===== config.mk =====
export PLATFORM = sky130hd
export DESIGN_NAME = jbf_wgt_mem
export DESIGN_NICKNAME = d
export VERILOG_FILES = /design/src/rtl/core/jbf_pkg.sv /design/src/rtl/core/jbf_wgt_mem.sv
export SDC_FILE = /design/constraint.sdc
export NUM_CORES = 2
export LEC_CHECK = 0
export BUFFER_PORTS_ARGS = -buffer_cell sky130_fd_sc_hd__buf_2
export CAP_MARGIN = 10
export CORE_UTILIZATION = 55
export CTS_CLUSTER_SIZE = 20
export DETAILED_ROUTE_END_ITERATION = 16
export PLACE_DENSITY_LB_ADDON = 0.25
export SLEW_MARGIN = 20
export SYNTH_ARGS = -nofsm -noshare
export SYNTH_HDL_FRONTEND = slang
export SYNTH_SLANG_ARGS = --single-unit

===== constraint.sdc =====
create_clock -name clk_i -period 4.31 [get_ports clk_i]
set_clock_uncertainty 0.1 [all_clocks]
set_input_delay 0.862 -clock clk_i [delete_from_list [all_inputs] [get_ports clk_i]]
set_output_delay 0.862 -clock clk_i [all_outputs]
set_load 0.03 [all_outputs]

===== src/rtl/core/jbf_pkg.sv =====
package jbf_pkg;

  // Geometry of the filter window and the line store
  localparam int MaxWidth   = 2048;
  localparam int Window     = 5;
  localparam int Half       = Window / 2;
  localparam int Taps       = Window * Window;
  localparam int Lines      = Window - 1;
  localparam int CenterTap  = Half * Window + Half;
  localparam int WeightBits = 16;
  localparam int PixBits    = 16;

  localparam int ColBits    = $clog2(MaxWidth);
  localparam int RowBits    = 13;
  localparam int FlushBits  = 13;
  localparam int TapBits    = $clog2(Taps);
  localparam int WordBits   = Lines * PixBits;

  // Arithmetic widths: one weight product, the weight sum and the weighted data sum
  localparam int ProdBits   = 2 * WeightBits;
  localparam int SwBits     = ProdBits + TapBits;
  localparam int SwdBits    = SwBits + 8;
  localparam int QuoBits    = 8;

  // Configuration register indexes
  localparam logic [1:0] CFG_IMAGE_WIDTH  = 2'd0;
  localparam logic [1:0] CFG_IMAGE_HEIGHT = 2'd1;
  localparam logic [1:0] CFG_BORDER_MODE  = 2'd2;

  typedef enum logic [1:0] {
    OP_PIXEL,
    OP_LOAD_RANGE,
    OP_LOAD_SPATIAL,
    OP_FLUSH
  } op_e;

  typedef struct packed {
    op_e         op;
    logic [7:0]  guide_pixel;
    logic [7:0]  data_pixel;
    logic [7:0]  table_index;
    logic [15:0] table_value;
  } in_item_t;

  typedef struct packed {
    logic [7:0] out_pixel;
    logic       frame_end;
  } out_item_t;

  // Write request towards the weight tables
  typedef struct packed {
    logic        rng_we;
    logic        sp_we;
    logic [7:0]  idx;
    logic [15:0] val;
  } wgt_wr_t;

  typedef enum logic [2:0] {
    ST_IDLE,
    ST_SHIFT,
    ST_ACC,
    ST_DIV,
    ST_WAIT,
    ST_DONE
  } state_e;

endpackage


===== src/rtl/core/jbf_wgt_mem.sv =====
module jbf_wgt_mem
  import jbf_pkg::*;
(
  input  logic                  clk_i,
  input  logic                  rst_ni,
  input  wgt_wr_t               wr_i,
  input  logic                  rd_en_i,
  input  logic [7:0]            rng_addr_i,
  input  logic [TapBits-1:0]    sp_addr_i,
  output logic [WeightBits-1:0] rng_w_o,
  output logic [WeightBits-1:0] sp_w_o
);

  logic [WeightBits-1:0] rng_mem_q [256];
  logic [WeightBits-1:0] sp_mem_q [Taps];
  logic [255:0]          rng_vld_q;
  logic [WeightBits-1:0] rng_rd_q;
  logic [WeightBits-1:0] sp_rd_q;
  logic                  rng_rd_vld_q;

  // Range table storage and registered read data of both tables
  always_ff @(posedge clk_i) begin
    if (wr_i.rng_we) begin
      rng_mem_q[wr_i.idx] <= wr_i.val;
    end
    if (rd_en_i) begin
      rng_rd_q <= rng_mem_q[rng_addr_i];
      sp_rd_q  <= sp_mem_q[sp_addr_i];
    end
  end

  // The spatial taps are registers cleared at reset; range entries carry
  // valid bits so that an entry never written reads as zero.
  always_ff @(posedge clk_i or negedge rst_ni) begin
    if (!rst_ni) begin
      for (int t = 0; t < Taps; t++) begin
        sp_mem_q[t] <= '0;
      end
      rng_vld_q    <= '0;
      rng_rd_vld_q <= 1'b0;
    end else begin
      if (wr_i.sp_we) begin
        sp_mem_q[wr_i.idx[TapBits-1:0]] <= wr_i.val;
      end
      if (wr_i.rng_we) begin
        rng_vld_q[wr_i.idx] <= 1'b1;
      end
      if (rd_en_i) begin
        rng_rd_vld_q <= rng_vld_q[rng_addr_i];
      end
    end
  end

  assign rng_w_o = rng_rd_vld_q ? rng_rd_q : '0;
  assign sp_w_o  = sp_rd_q;

endmodule


==> qor.tcl <==
set qor(timing.critical_path.cells) {and2_1 -> buf_2}
set qor(pwr_density_cell_nw_per_um2) 469
set qor(vias_per_cell) 6.68
set qor(post_cts_buffers) 0
set qor(area_fraction_of_the_dominant_cell_type_after_synthesis) 0.672
set qor(timing.slew.headroom) 0.144
set qor(data_arrival_time_of_the_critical_path_ns) 2.95
set qor(die_h_um) 581
set qor(clk_pin_slew_worst_paths_ns) 0.06
set qor(wirelength_um) 484000
set qor(dp.final_hpwl_um) 287000
set qor(pin_count) 74
set qor(yosys_register_bits) 4785
set qor(cts_htree_levels) 5
set qor(grt_remaining_overflow) 0
set qor(synth_area_leader_cell) {sky130_fd_sc_hd__edfxtp_1}
set qor(synth.lib_cells_used.distinct) 42
set qor(coreArea_um2) 334000
set qor(mean_post_synth_cell_area_um2) 21.8
set qor(remaining_antenna_violation_count) 0
set qor(final_max_slew_viol_count) 0
set qor(synth_top_family_by_area) {multiplexers}
set qor(placed_instances) 13200
set qor(die-area_um2) 338000
set qor(critical_path.slowest_cell) {sky130_fd_sc_hd__dfrtp_1}
set qor(detail_route.drc_violations) 0
set qor(post_synth_xor_area_fraction) 0
set qor(maxClockFrequency_mhz) 256
set qor(run_status) {finished clean}
set qor(cts_inserted_buffers) 466
set qor(cts_tree) {built}
set qor(hold_violations) 0
set qor(critPathMaxFanout) 17
set qor(setup_viol) 0
set qor(combined_area_of_the_multi_input_logic_cells_um2) 41700
set qor(synth_seq_area_share) 0.761
set qor(wire_length_of_the_first_global_routing_pass_um) 687000
set qor(vdd_ir_drop_max_v) 0.000383
set qor(layout-area-overhead-vs-synth_pct) 14.3
set qor(post_synth_mux_area_share) 0.173
set qor(synth_enable_flop_cells) 4128
set qor(antenna_found_initial) 45
set qor(fillers) 21900
set qor(fin_crit_sh) 0.907
set qor(cell_rows) 212
set qor(clock_insertion_delay_worst_skew_ns) 1.02
set qor(nNetsFinal) 9289
set qor(dpl-instance-area_um2) 196000
set qor(min_path_type) {in -> reg}
set qor(die_width_um) 581
set qor(grt.total_usage) 0.286
set qor(critical_path.endpoint_type) {primary output}
set qor(vias) 93900
set qor(final-seq-area_um2) 140000
set qor(fin_total_pwr_mw) 98.9
set qor(post_route_cells_drive_above_1_share) 0.359
set qor(ys_async_sr_fraction) 0.137
set qor(netlist_top_cells_area) {sky130_fd_sc_hd__edfxtp_1 (67%), sky130_fd_sc_hd__mux4_2 (15%), sky130_fd_sc_hd__dfrtp_1 (8.9%)}
set qor(routed_wire_length_per_instance_um) 34.4
set qor(grt_start_max_net_pins) 140
set qor(unrepaired_setup_endpoints_after_global_routing) {false}
set qor(io_buffer_count) 73
set qor(timing_worst_slew_pin_value_ns) 1.28
set qor(syn_nets) 8495
set qor(ys_dominant_reg_cell) {sky130_fd_sc_hd__edfxtp_1}
set qor(post_syn_area_um2) 184000
set qor(critical_path_class) {reg -> out}
set qor(max_cap_violations) 0
set qor(ctsLongestPathBuffers) 4
set qor(ff2ff_setup_slack_ns) 0.98
set qor(detail_route.iter0.violations) 12700
set qor(postLayoutCellArea_um2) 211000
set qor(via_count_of_the_first_global_routing_pass) 94500
set qor(power.static_leakage_nw) 71.4
set qor(final_cells) 14100
set qor(setup.worst_path.start_class) {register}
set qor(synthSimpleGateAreaFrac) 0.0194
set qor(gp_congestion) 0.846
set qor(synthesis.instances) 8453
set qor(drt-pass1-iter-count) 5
set qor(ys_warnings) 0
set qor(final_cell_mix) {sky130_fd_sc_hd__edfxtp_1 (4128), sky130_fd_sc_hd__mux4_2 (1188), sky130_fd_sc_hd__buf_4 (667), sky130_fd_sc_hd__dfrtp_1 (657), sky130_fd_sc_hd__clkbuf_16 (468)}
set qor(synth_adder_area_share) 0
set qor(starting_utilization_of_the_core_area) 0.553
set qor(synth_compound_area_frac) 0.0325
set qor(max_stage_delay_ns) 1.03
set qor(fin_hold_ws_ns) 0.231
set qor(fin_crit_ns) 3.91
set qor(root_buffer) {sky130_fd_sc_hd__clkbuf_16}
set qor(critical_path_required_ns) 3.35
set qor(numClockSinks) 4785
set qor(layout_commonest_cell) {sky130_fd_sc_hd__edfxtp_1}
## registers in the layout, indices dropped and copies added (netlist names)
name / flops
rng_mem_q: 4096
rng_rd_vld_q: 1
rng_rd_q: 16
rng_vld_q: 256
sp_w_o: 16
sp_mem_q: 400
## stage by stage
step / worst slack (ns) / TNS (ns) / util
floorplan: 1.03 / 0 / -
global placement: -0.383 / -3.38 / 0.586
detailed placement: -0.366 / -3.00 / 0.586
CTS: 0.371 / 0 / 0.632
global route: 0.333 / 0 / 0.632
finish: 0.399 / 0 / 0.632
## power by group
part | leakage, nW | switching [mW] | internal (mW) | total [mW]
Clock | 7.41 | 17.4 | 23.0 | 40.4
Combinational | 18.3 | 3.69 | 2.90 | 6.59
Sequential | 45.7 | 0.526 | 51.4 | 51.9
## timing repair
action	in CTS	in global routing
hold buffers	1	0
endpoints found under the hold margin	48	0
gates resized for setup	0	0
## metal layers
metal | global-route usage | share of wire
met3 | 0.0587 | 0.10
met1 | 0.406 | 0.38
met5 | 0 | 0.00035
met4 | 0.100 | 0.037
met2 | 0.446 | 0.48
## cell type report
cell class	instances	area share
flip-flops and latches	4785	0.666
multi-input cells	3129	0.198
clock buffers	624	0.0601
repair buffers	861	0.0380
well taps	4387	0.0260
clock inverters	252	0.0120
diodes	20	0.000237
inverters	4	0.0000712
## cells by family (layout without fill, tap and decap cells)
family / count (synthesis) / in the layout
buf+inv: 539 / 1741
other cells: 0 / 20
compound gates: 762 / 762
mux: 1654 / 1654
flops: 4785 / 4785
simple gates: 713 / 713
## Yosys cell counts, types with 60 or more instances
master,count
sky130_fd_sc_hd__nand2_1,60
sky130_fd_sc_hd__mux2_2,418
sky130_fd_sc_hd__dfrtp_1,657
sky130_fd_sc_hd__or2_2,258
sky130_fd_sc_hd__o22ai_1,135
sky130_fd_sc_hd__edfxtp_1,4128
sky130_fd_sc_hd__o21ai_0,81
sky130_fd_sc_hd__buf_2,94
sky130_fd_sc_hd__nor2_1,280
sky130_fd_sc_hd__a221oi_1,256
sky130_fd_sc_hd__clkbuf_1,304
sky130_fd_sc_hd__mux4_2,1188
sky130_fd_sc_hd__a22o_1,257
## critical path: cells and delay by family, from the launching register on
family,cells,cell delay [ns]
DFF,1,1.03
and+or+nand+nor,1,0.60
buffers and inverters,1,0.31
## worst paths after layout
| check | startpoint | to | cells past startpoint |
|---|---|---|---|
| setup reg to reg | rng_mem_q[251][2] | rng_rd_q[2] | 9 |
| hold / removal | wr_i[11] | rng_mem_q[63][11] | 1 |
| setup / recovery | rng_rd_vld_q | rng_w_o[7] | 2 |
| min in group asynchronous | rst_ni | sp_mem_q[116] | 2 |
| max in group asynchronous | rst_ni | sp_mem_q[219] | 3 |
| hold reg to reg | rng_vld_q[118] | rng_vld_q[118] | 1 |
Power figures use the tool's default switching activity.
