<file path="config.mk">
export PLATFORM = sky130hd
export DESIGN_NAME = jbf_div
export DESIGN_NICKNAME = d
export VERILOG_FILES = /design/src/rtl/core/jbf_pkg.sv /design/src/rtl/core/jbf_div.sv
export SDC_FILE = /design/constraint.sdc
export NUM_CORES = 1
export LEC_CHECK = 0
export ABC_AREA = 1
export BUFFER_PORTS_ARGS = -buffer_cell sky130_fd_sc_hd__buf_2
export CORE_MARGIN = 4
export CORE_UTILIZATION = 57
export CTS_CLUSTER_SIZE = 16
export DETAILED_ROUTE_END_ITERATION = 7
export MAX_ROUTING_LAYER = met4
export PLACE_DENSITY = 0.88
export SLEW_MARGIN = 40
export SYNTH_ARGS = -nofsm -noshare
export SYNTH_HDL_FRONTEND = slang
export SYNTH_SLANG_ARGS = --single-unit
</file>
<file path="constraint.sdc">
create_clock -name clk_i -period 4.6 [get_ports clk_i]
set_input_delay 0.92 -clock clk_i [delete_from_list [all_inputs] [get_ports clk_i]]
set_output_delay 0.92 -clock clk_i [all_outputs]
set_load 0.02 [all_outputs]
</file>
<file path="src/rtl/core/jbf_pkg.sv">
package jbf_pkg;

  // Geometry of the filter window and the line store
  localparam int MaxWidth   = 2048;
  localparam int Window     = 5;
  localparam int Half       = Window / 2;
  localparam int Taps       = Window * Window;
  localparam int Lines      = Window - 1;
  localparam int CenterTap  = Half * Window + Half;
  localparam int WeightBits = 16;
  localparam int PixBits    = 16;

  localparam int ColBits    = $clog2(MaxWidth);
  localparam int RowBits    = 13;
  localparam int FlushBits  = 13;
  localparam int TapBits    = $clog2(Taps);
  localparam int WordBits   = Lines * PixBits;

  // Arithmetic widths: one weight product, the weight sum and the weighted data sum
  localparam int ProdBits   = 2 * WeightBits;
  localparam int SwBits     = ProdBits + TapBits;
  localparam int SwdBits    = SwBits + 8;
  localparam int QuoBits    = 8;

  // Configuration register indexes
  localparam logic [1:0] CFG_IMAGE_WIDTH  = 2'd0;
  localparam logic [1:0] CFG_IMAGE_HEIGHT = 2'd1;
  localparam logic [1:0] CFG_BORDER_MODE  = 2'd2;

  typedef enum logic [1:0] {
    OP_PIXEL,
    OP_LOAD_RANGE,
    OP_LOAD_SPATIAL,
    OP_FLUSH
  } op_e;

  typedef struct packed {
    op_e         op;
    logic [7:0]  guide_pixel;
    logic [7:0]  data_pixel;
    logic [7:0]  table_index;
    logic [15:0] table_value;
  } in_item_t;

  typedef struct packed {
    logic [7:0] out_pixel;
    logic       frame_end;
  } out_item_t;

  // Write request towards the weight tables
  typedef struct packed {
    logic        rng_we;
    logic        sp_we;
    logic [7:0]  idx;
    logic [15:0] val;
  } wgt_wr_t;

  typedef enum logic [2:0] {
    ST_IDLE,
    ST_SHIFT,
    ST_ACC,
    ST_DIV,
    ST_WAIT,
    ST_DONE
  } state_e;

endpackage

</file>
<file path="src/rtl/core/jbf_div.sv">
module jbf_div
  import jbf_pkg::*;
(
  input  logic               clk_i,
  input  logic               rst_ni,
  input  logic               start_i,
  input  logic [SwdBits-1:0] num_i,
  input  logic [SwBits-1:0]  den_i,
  output logic               done_o,
  output logic [QuoBits-1:0] quo_o
);

  // Restoring division, one quotient bit per cycle; the quotient fits in
  // eight bits because it is a weighted mean of eight-bit values.
  logic [SwdBits-1:0] rem_q;
  logic [SwdBits-1:0] dvs_q;
  logic [QuoBits-1:0] quo_q;
  logic [2:0]         cnt_q;
  logic               busy_q;
  logic               done_q;
  logic               ge;

  assign ge = rem_q >= dvs_q;

  always_ff @(posedge clk_i or negedge rst_ni) begin
    if (!rst_ni) begin
      busy_q <= 1'b0;
      done_q <= 1'b0;
      cnt_q  <= '0;
    end else begin
      done_q <= busy_q && (cnt_q == '0);
      if (start_i) begin
        busy_q <= 1'b1;
        cnt_q  <= 3'(QuoBits - 1);
      end else if (busy_q) begin
        cnt_q <= cnt_q - 3'd1;
        if (cnt_q == '0) begin
          busy_q <= 1'b0;
        end
      end
    end
  end

  always_ff @(posedge clk_i) begin
    if (start_i) begin
      rem_q <= num_i;
      dvs_q <= SwdBits'({den_i, 7'b0});
      quo_q <= '0;
    end else if (busy_q) begin
      rem_q <= ge ? rem_q - dvs_q : rem_q;
      dvs_q <= dvs_q >> 1;
      quo_q <= {quo_q[QuoBits-2:0], ge};
    end
  end

  assign done_o = done_q;
  assign quo_o  = quo_q;

endmodule

</file>
==> results.ini, run 1 <==
[run_status]
status = finished clean

[drt]
via_per_inst = 5.25
finalWirelength_um = 24900
drtPass1Iterations = 6
wire_per_inst_um = 15.9
num_vias = 8207
drc = 0
drt_iter0_markers = 960
final_antenna_net_count = 0

[timing]
min_period_ns = 3.02
finalSetupViolations = 0
fin_crit_sh_pct = 65.6
rsz0062_at_grt = no
maxSlewViolCount = 0
finalHoldViolations = 0
fin_setup_tns_ns = 0
fmax_mhz = 331
fin_ws_ns = 1.58
finClkSkew_ns = 0.0110
worstMarginPinSlew_ns = 0.780
slew_headroom_pct = 48.0

[pwr]
power_frac_comb_pct = 62.0
switching_share_pct = 50.7
power_density_mw_per_mm2 = 632
leakage_nw = 5.11
p_switching_mw = 3.00
power.total_mw = 5.92
ir_drop_mv = 0.313
p_int_mw = 2.92
power_frac_clock_pct = 13.6
pwr-share-seq_pct = 24.5

[place]
place_area_mm2 = 0.00905
dpl.hpwl_um = 19900
post-place-ws_ns = 1.62
numPortBuffers = 93
gp_congestion = 1.01

[critical_path]
path_max_fanout = 21
start_kind = flop
rrSetupSlack_ns = 1.58
crit_top_cell = nand2_1
ff2ff_path_depth = 13
r2r-end = rem_q[41]
worstSetupPathType = reg -> reg
critPathArrivalTime_ns = 3.07
crit_start = dvs_q[25]
slowest_delay_ns = 0.48
worstPathRequired_ns = 4.65
r2r_start = dvs_q[25]
crit_slowest_cell = nand2_2
path_cells = inv_1 > ha_1 > nand2_2 > nor2_4 > inv_2 > nor2_2 > nand2_1 > nor2_1 > nand2_1 > nand4_2 > nand2_1 > nand2_2 > buf_4
timing.critical_path.to_type = flop

[finish]
layout_commonest_cell = nand2_1
area_delta_synth_final_pct = 11.5
finalNetCount = 1506
nFillCells = 1371
final_area_mm2 = 0.00937
drive_gt1_share_pct = 13.9
final_cell_mix = nand2_1 (503), inv_1 (246), nand3_1 (103), buf_2 (93), edfxtp_1 (82)

[yosys]
ys.flop_type = edfxtp_1
yosysSeqAreaShare_pct = 34.4
synthArstFlopShare_pct = 4.90
synth_edf_count = 82
yosys_warnings = 0
synth.distinct_cells = 35
syn_inst = 1291
ys_ff_latch = 102
synth.net_count = 1423
syn-cell-area_mm2 = 0.00840
avgSynthCellArea_um2 = 6.51

[cts]
clock_sinks = 102
clock_path_buffers = 2
cts_hold_buf = 0
cts-root-buf = clkbuf_16
cts_tree = built
cts_setup_buffers = 0
htreeDepth = 3
insertion_delay_ns = 0.36
cts-resized-gates = 0
cts_inserted_buffers = 9
clk_pin_slew_worst_paths_ns = 0.08

[global_route]
grt_pass1_wl_um = 39000
grt_overflow = 0
grt_max_degree = 100
grtUsageTotal_pct = 31.2
antenna_found_initial = 1
grt_pass1_vias = 7455

[die]
die_h_um = 129
rows = 44
die_x_um = 129
core_mm2 = 0.0145
start_util_pct = 58.0
ios = 94
die_area_mm2 = 0.0168

[run]
maxCapViolations = 0

[hold_path]
hold_class = in -> async

## power by group through the flow
stage                     Sequential (mW)  Clock, mW  Combinational [mW]
after floorplan                      1.44          0                2.66
after global placement               1.45          0                3.53
after detailed placement             1.47          0                3.57
after CTS                            1.45      0.813                3.59
after global routing                 1.47      0.844                4.11
final                                1.45      0.803                3.67
## area by class of cell
cell class / count / area, um2 / share of cell area [%]
antenna: 1 / 2.50 / 0.0267
tap: 184 / 230 / 2.46
sequential: 102 / 2890 / 30.8
inverter: 257 / 965 / 10.3
multi-input combinational: 905 / 4440 / 47.4
timing repair buffer: 99 / 527 / 5.62
clock buffer: 9 / 225 / 2.40
clock inverter: 7 / 88.8 / 0.948
## metrics by stage
stage	hold WS, ns	utilization [%]	instances
6_report	0.358	64.7	1564
5_1_grt	0.350	64.7	1564
4_1_cts	0.356	64.7	1563
3_5_place_dp	0.470	62.5	1547
3_3_place_gp	0.458	62.5	1547
2_1_floorplan	0.444	-	1291
## Yosys cell counts (all sizes together), types with 3 or more instances
cell type | n | area [um2]
nand3 | 110 | 586
nand2 | 523 | 2010
nand4 | 10 | 68.8
a21oi | 41 | 209
o21bai | 3 | 22.5
inv | 256 | 961
nand3b | 3 | 22.5
xnor2 | 9 | 78.8
buf | 11 | 53.8
dfxtp | 15 | 300
nor3 | 6 | 30.0
nor2 | 101 | 524
edfxtp | 82 | 2460
or2 | 9 | 56.3
xor2 | 3 | 26.3
and2 | 3 | 18.8
dfrtp | 5 | 125
ha | 46 | 576
clkbuf | 16 | 60.1
o21ai | 34 | 170
## critical path, delay by kind of cell, from the launching register on
family	cells	cell delay, ns
flip-flops	1	0.35
AND/OR/NAND/NOR	9	1.39
buffers and inverters	3	0.50
adder cells (fa/ha/maj)	1	0.44
## routing by layer
metal | part of all wire (%) | track usage (%) | vias up
met2 | 40 | 42.9 | 384
met5 | 0 | - | -
met3 | 9.9 | 6.47 | 36
met4 | 1.7 | 5.93 | 0
met1 | 48 | 47.6 | 3644
li1 | - | - | 4143
## cell families after synthesis
family	Yosys count	synth area share, %
AOI/OAI and AO/OA	80	4.93
xor gates and xnor gates	12	1.25
adders and majority gates	47	7.09
buffers and inverters	284	12.8
DFF	102	34.4
and+or+nand+nor	766	39.5
## sequential cells by signal, summed over array words and instances, names as in the netlist
register and count:
rem_q 45, dvs_q 44, quo_o 8, cnt_q 3
busy_q 1, done_o 1
## worst max path at each step
stage / end / slack, ns / cells past startpoint
2_1_floorplan: rem_q[0] / 1.72 / 4
4_1_cts: rem_q[41] / 1.61 / 13
5_1_grt: rem_q[21] / 1.41 / 13
3_5_place_dp: rem_q[40] / 1.62 / 13
6_report: rem_q[41] / 1.58 / 13
3_3_place_gp: rem_q[41] / 1.59 / 13
(Power assumes the default switching activity.)
==> run 2, diff against run 1 <==
--- a/config.mk
+++ b/config.mk
@@ -8,11 +8,11 @@
 export ABC_AREA = 1
 export BUFFER_PORTS_ARGS = -buffer_cell sky130_fd_sc_hd__buf_2
 export CORE_MARGIN = 4
-export CORE_UTILIZATION = 57
+export CORE_UTILIZATION = 54
 export CTS_CLUSTER_SIZE = 16
 export DETAILED_ROUTE_END_ITERATION = 7
 export MAX_ROUTING_LAYER = met4
-export PLACE_DENSITY = 0.88
+export PLACE_DENSITY = 0.87
 export SLEW_MARGIN = 40
 export SYNTH_ARGS = -nofsm -noshare
 export SYNTH_HDL_FRONTEND = slang
==> constraint.sdc (replaced) <==
create_clock -name clk_i -period 2.75 [get_ports clk_i]
set_input_delay 0.55 -clock clk_i [delete_from_list [all_inputs] [get_ports clk_i]]
set_output_delay 0.55 -clock clk_i [all_outputs]
set_load 0.02 [all_outputs]
==> results.ini, run 2 (synthesis results as in run 1) <==
[run_status]
status = finished clean  ; unchanged

[run]
maxCapViolations = 0  ; unchanged

[pwr]
switching_share_pct = 50.3  ; was 50.7%
p_int_mw = 4.90  ; was 2.92 mW
ir_drop_mv = 0.434  ; was 0.313 mV
p_switching_mw = 4.97  ; was 3.00 mW
pwr-share-seq_pct = 24.4  ; was 24.5%
power_frac_clock_pct = 13.5  ; was 13.6%
power.total_mw = 9.88  ; was 5.92 mW
power_frac_comb_pct = 62.0  ; about the same
leakage_nw = 5.14  ; was 5.11 nW
power_density_mw_per_mm2 = 1050  ; was 632 mW/mm2

[finish]
finalNetCount = 1510  ; was 1506
nFillCells = 1484  ; was 1371
largest_reg_flops = 45  ; unchanged
final_cell_mix = nand2_1 (503), inv_1 (246), nand3_1 (103), buf_2 (92), edfxtp_1 (82)  ; was nand2_1 (503), inv_1 (246), nand3_1 (103), buf_2 (93), edfxtp_1 (82)
diodes = 0  ; was 1
area_delta_synth_final_pct = 12.0  ; was 11.5%
layout_commonest_cell = nand2_1  ; unchanged
drive_gt1_share_pct = 14.1  ; was 13.9%
regMostFlops = rem_q  ; unchanged

[critical_path]
ff2ff_path_depth = 13  ; unchanged
slowest_delay_ns = 0.40  ; was 0.48 ns
path_cells = inv_1 > ha_1 > nand2_1 > nor2_1 > inv_1 > nor2_1 > nand2_1 > nor2_1 > nand2_1 > nand4_2 > nand2_1 > nand2_2 > buf_12  ; was inv_1 > ha_1 > nand2_2 > nor2_4 > inv_2 > nor2_2 > nand2_1 > nor2_1 > nand2_1 > nand4_2 > nand2_1 > nand2_2 > buf_4
start_kind = flop  ; unchanged
critical_path_buf_inv_count = 3  ; unchanged
rrSetupSlack_ns = 0.28  ; was 1.58 ns
critPathArrivalTime_ns = 2.53  ; was 3.07 ns
crit_top_cell = nand2_1  ; unchanged
crit_family = simple AND/OR/NAND/NOR gates  ; unchanged
r2r-end = rem_q[26]  ; was rem_q[41]
r2r_start = dvs_q[29]  ; was dvs_q[25]
path_max_fanout = 26  ; was 21
worstPathRequired_ns = 2.81  ; was 4.65 ns
worstSetupPathType = reg -> reg  ; unchanged
timing.critical_path.to_type = flop  ; unchanged
crit_slowest_cell = ha_1  ; was nand2_2

[global_route]
grt_pass1_vias = 7735  ; was 7455
antenna_found_initial = 0  ; was 1
grt_pass1_wl_um = 39300  ; was 39000 um
grtUsageTotal_pct = 29.1  ; was 31.2%
grt_overflow = 0  ; unchanged
grt_max_degree = 60  ; was 100

[timing]
finalSetupViolations = 0  ; unchanged
rsz0062_at_grt = no  ; unchanged
min_period_ns = 2.47  ; was 3.02 ns
finalHoldViolations = 0  ; unchanged
fmax_mhz = 404  ; was 331 MHz
fin_setup_tns_ns = 0  ; unchanged
fin_ws_ns = 0.276  ; was 1.58 ns
slew_headroom_pct = 60.4  ; was 48.0%
fin_crit_sh_pct = 90.0  ; was 65.6%
maxSlewViolCount = 0  ; unchanged
finClkSkew_ns = 0.0126  ; was 0.0110 ns
worstMarginPinSlew_ns = 0.594  ; was 0.780 ns

[die]
die_h_um = 133  ; was 129 um
die_area_mm2 = 0.0176  ; was 0.0168 mm2
start_util_pct = 55.3  ; was 58.0%
core_mm2 = 0.0152  ; was 0.0145 mm2
rows = 45  ; was 44
ios = 94  ; unchanged
die_x_um = 133  ; was 129 um

[place]
numPortBuffers = 93  ; unchanged
gp_congestion = 1.04  ; was 1.01
post-place-ws_ns = 0.305  ; was 1.62 ns
dpl.hpwl_um = 19800  ; was 19900 um

[cts]
cts-resized-gates = 0  ; unchanged
cts-root-buf = clkbuf_16  ; unchanged
clock_path_buffers = 2  ; unchanged
clk_pin_slew_worst_paths_ns = 0.08  ; about the same
cts_hold_buf = 1  ; was 0
cts_tree = built  ; unchanged
cts_inserted_buffers = 9  ; unchanged
cts_setup_buffers = 0  ; unchanged
htreeDepth = 3  ; unchanged
insertion_delay_ns = 0.37  ; was 0.36 ns
clock_sinks = 102  ; unchanged

[drt]
wire_per_inst_um = 15.7  ; was 15.9 um
via_per_inst = 5.23  ; was 5.25
num_vias = 8210  ; was 8207
finalWirelength_um = 24700  ; was 24900 um
final_antenna_net_count = 0  ; unchanged
drtPass1Iterations = 5  ; was 6
drc = 0  ; unchanged
drt_iter0_markers = 789  ; was 960

[hold_path]
hold_class = in -> reg  ; was in -> async
hold_depth = 3
min_to = dvs_q[20]
min-delay-start = den_i[13]

-- run 2: cell types whose count changed in the layout (fill, tap and decap cells not counted), sizes merged --
cell	change
clkinv	-2
dlygate4sd3	+1
buf	+3
diode	-1
inv	+2
-- run 2: worst min-delay path: stages --
cell and delay (ns):
buf_2 0.07, nand2_1 0.04, nand2_1 0.05
-- run 2: per-stage QoR --
stage               std cells  hold WS (ns)  instance area, um2  utilization [%]
finish                   1571         0.445                9410             61.9
global route             1571         0.453                9410             61.9
CTS                      1571         0.446                9410             61.9
detailed placement       1554         0.377                9100             59.9
global placement         1554         0.374                9100             59.9
floorplan                1291         0.254                8410                -
-- run 2: layer usage --
layer | wire length [um] | part of all wire [%] | GRT usage, %
met5 | 0 | 0 | -
met1 | 11500 | 46 | 42.3
met4 | 720 | 2.9 | 10.4
met3 | 2290 | 9.3 | 4.45
met2 | 10200 | 41 | 41.3
-- run 2: worst max path at each step --
stage	slack [ns]	from	end	depth (start not counted)
2_1_floorplan	0.30	rem_q[23]	rem_q[0]	11
5_1_grt	0.10	dvs_q[12]	rem_q[26]	13
4_1_cts	0.29	rem_q[3]	rem_q[25]	12
6_report	0.28	dvs_q[29]	rem_q[26]	13
3_5_place_dp	0.31	rem_q[3]	rem_q[2]	12
3_3_place_gp	0.35	dvs_q[12]	rem_q[2]	13
-- run 2: power groups by stage --
stage                     sequential (mW)  clock [mW]  combinational (mW)
after floorplan                      2.41           0                4.45
after global placement               2.42           0                5.89
after detailed placement             2.45           0                5.98
after CTS                            2.41        1.33                6.02
after global routing                 2.45        1.40                6.86
final                                2.41        1.34                6.13
-- run 2: area by class of cell --
class	count	area (um2)	area share (%)
Clock buffer	9	225	2.39
Clock inverter	7	76.3	0.811
Inverter	257	965	10.2
Multi-Input combinational cell	905	4440	47.2
Sequential cell	102	2890	30.7
Tap cell	188	235	2.50
Timing Repair Buffer	103	583	6.19
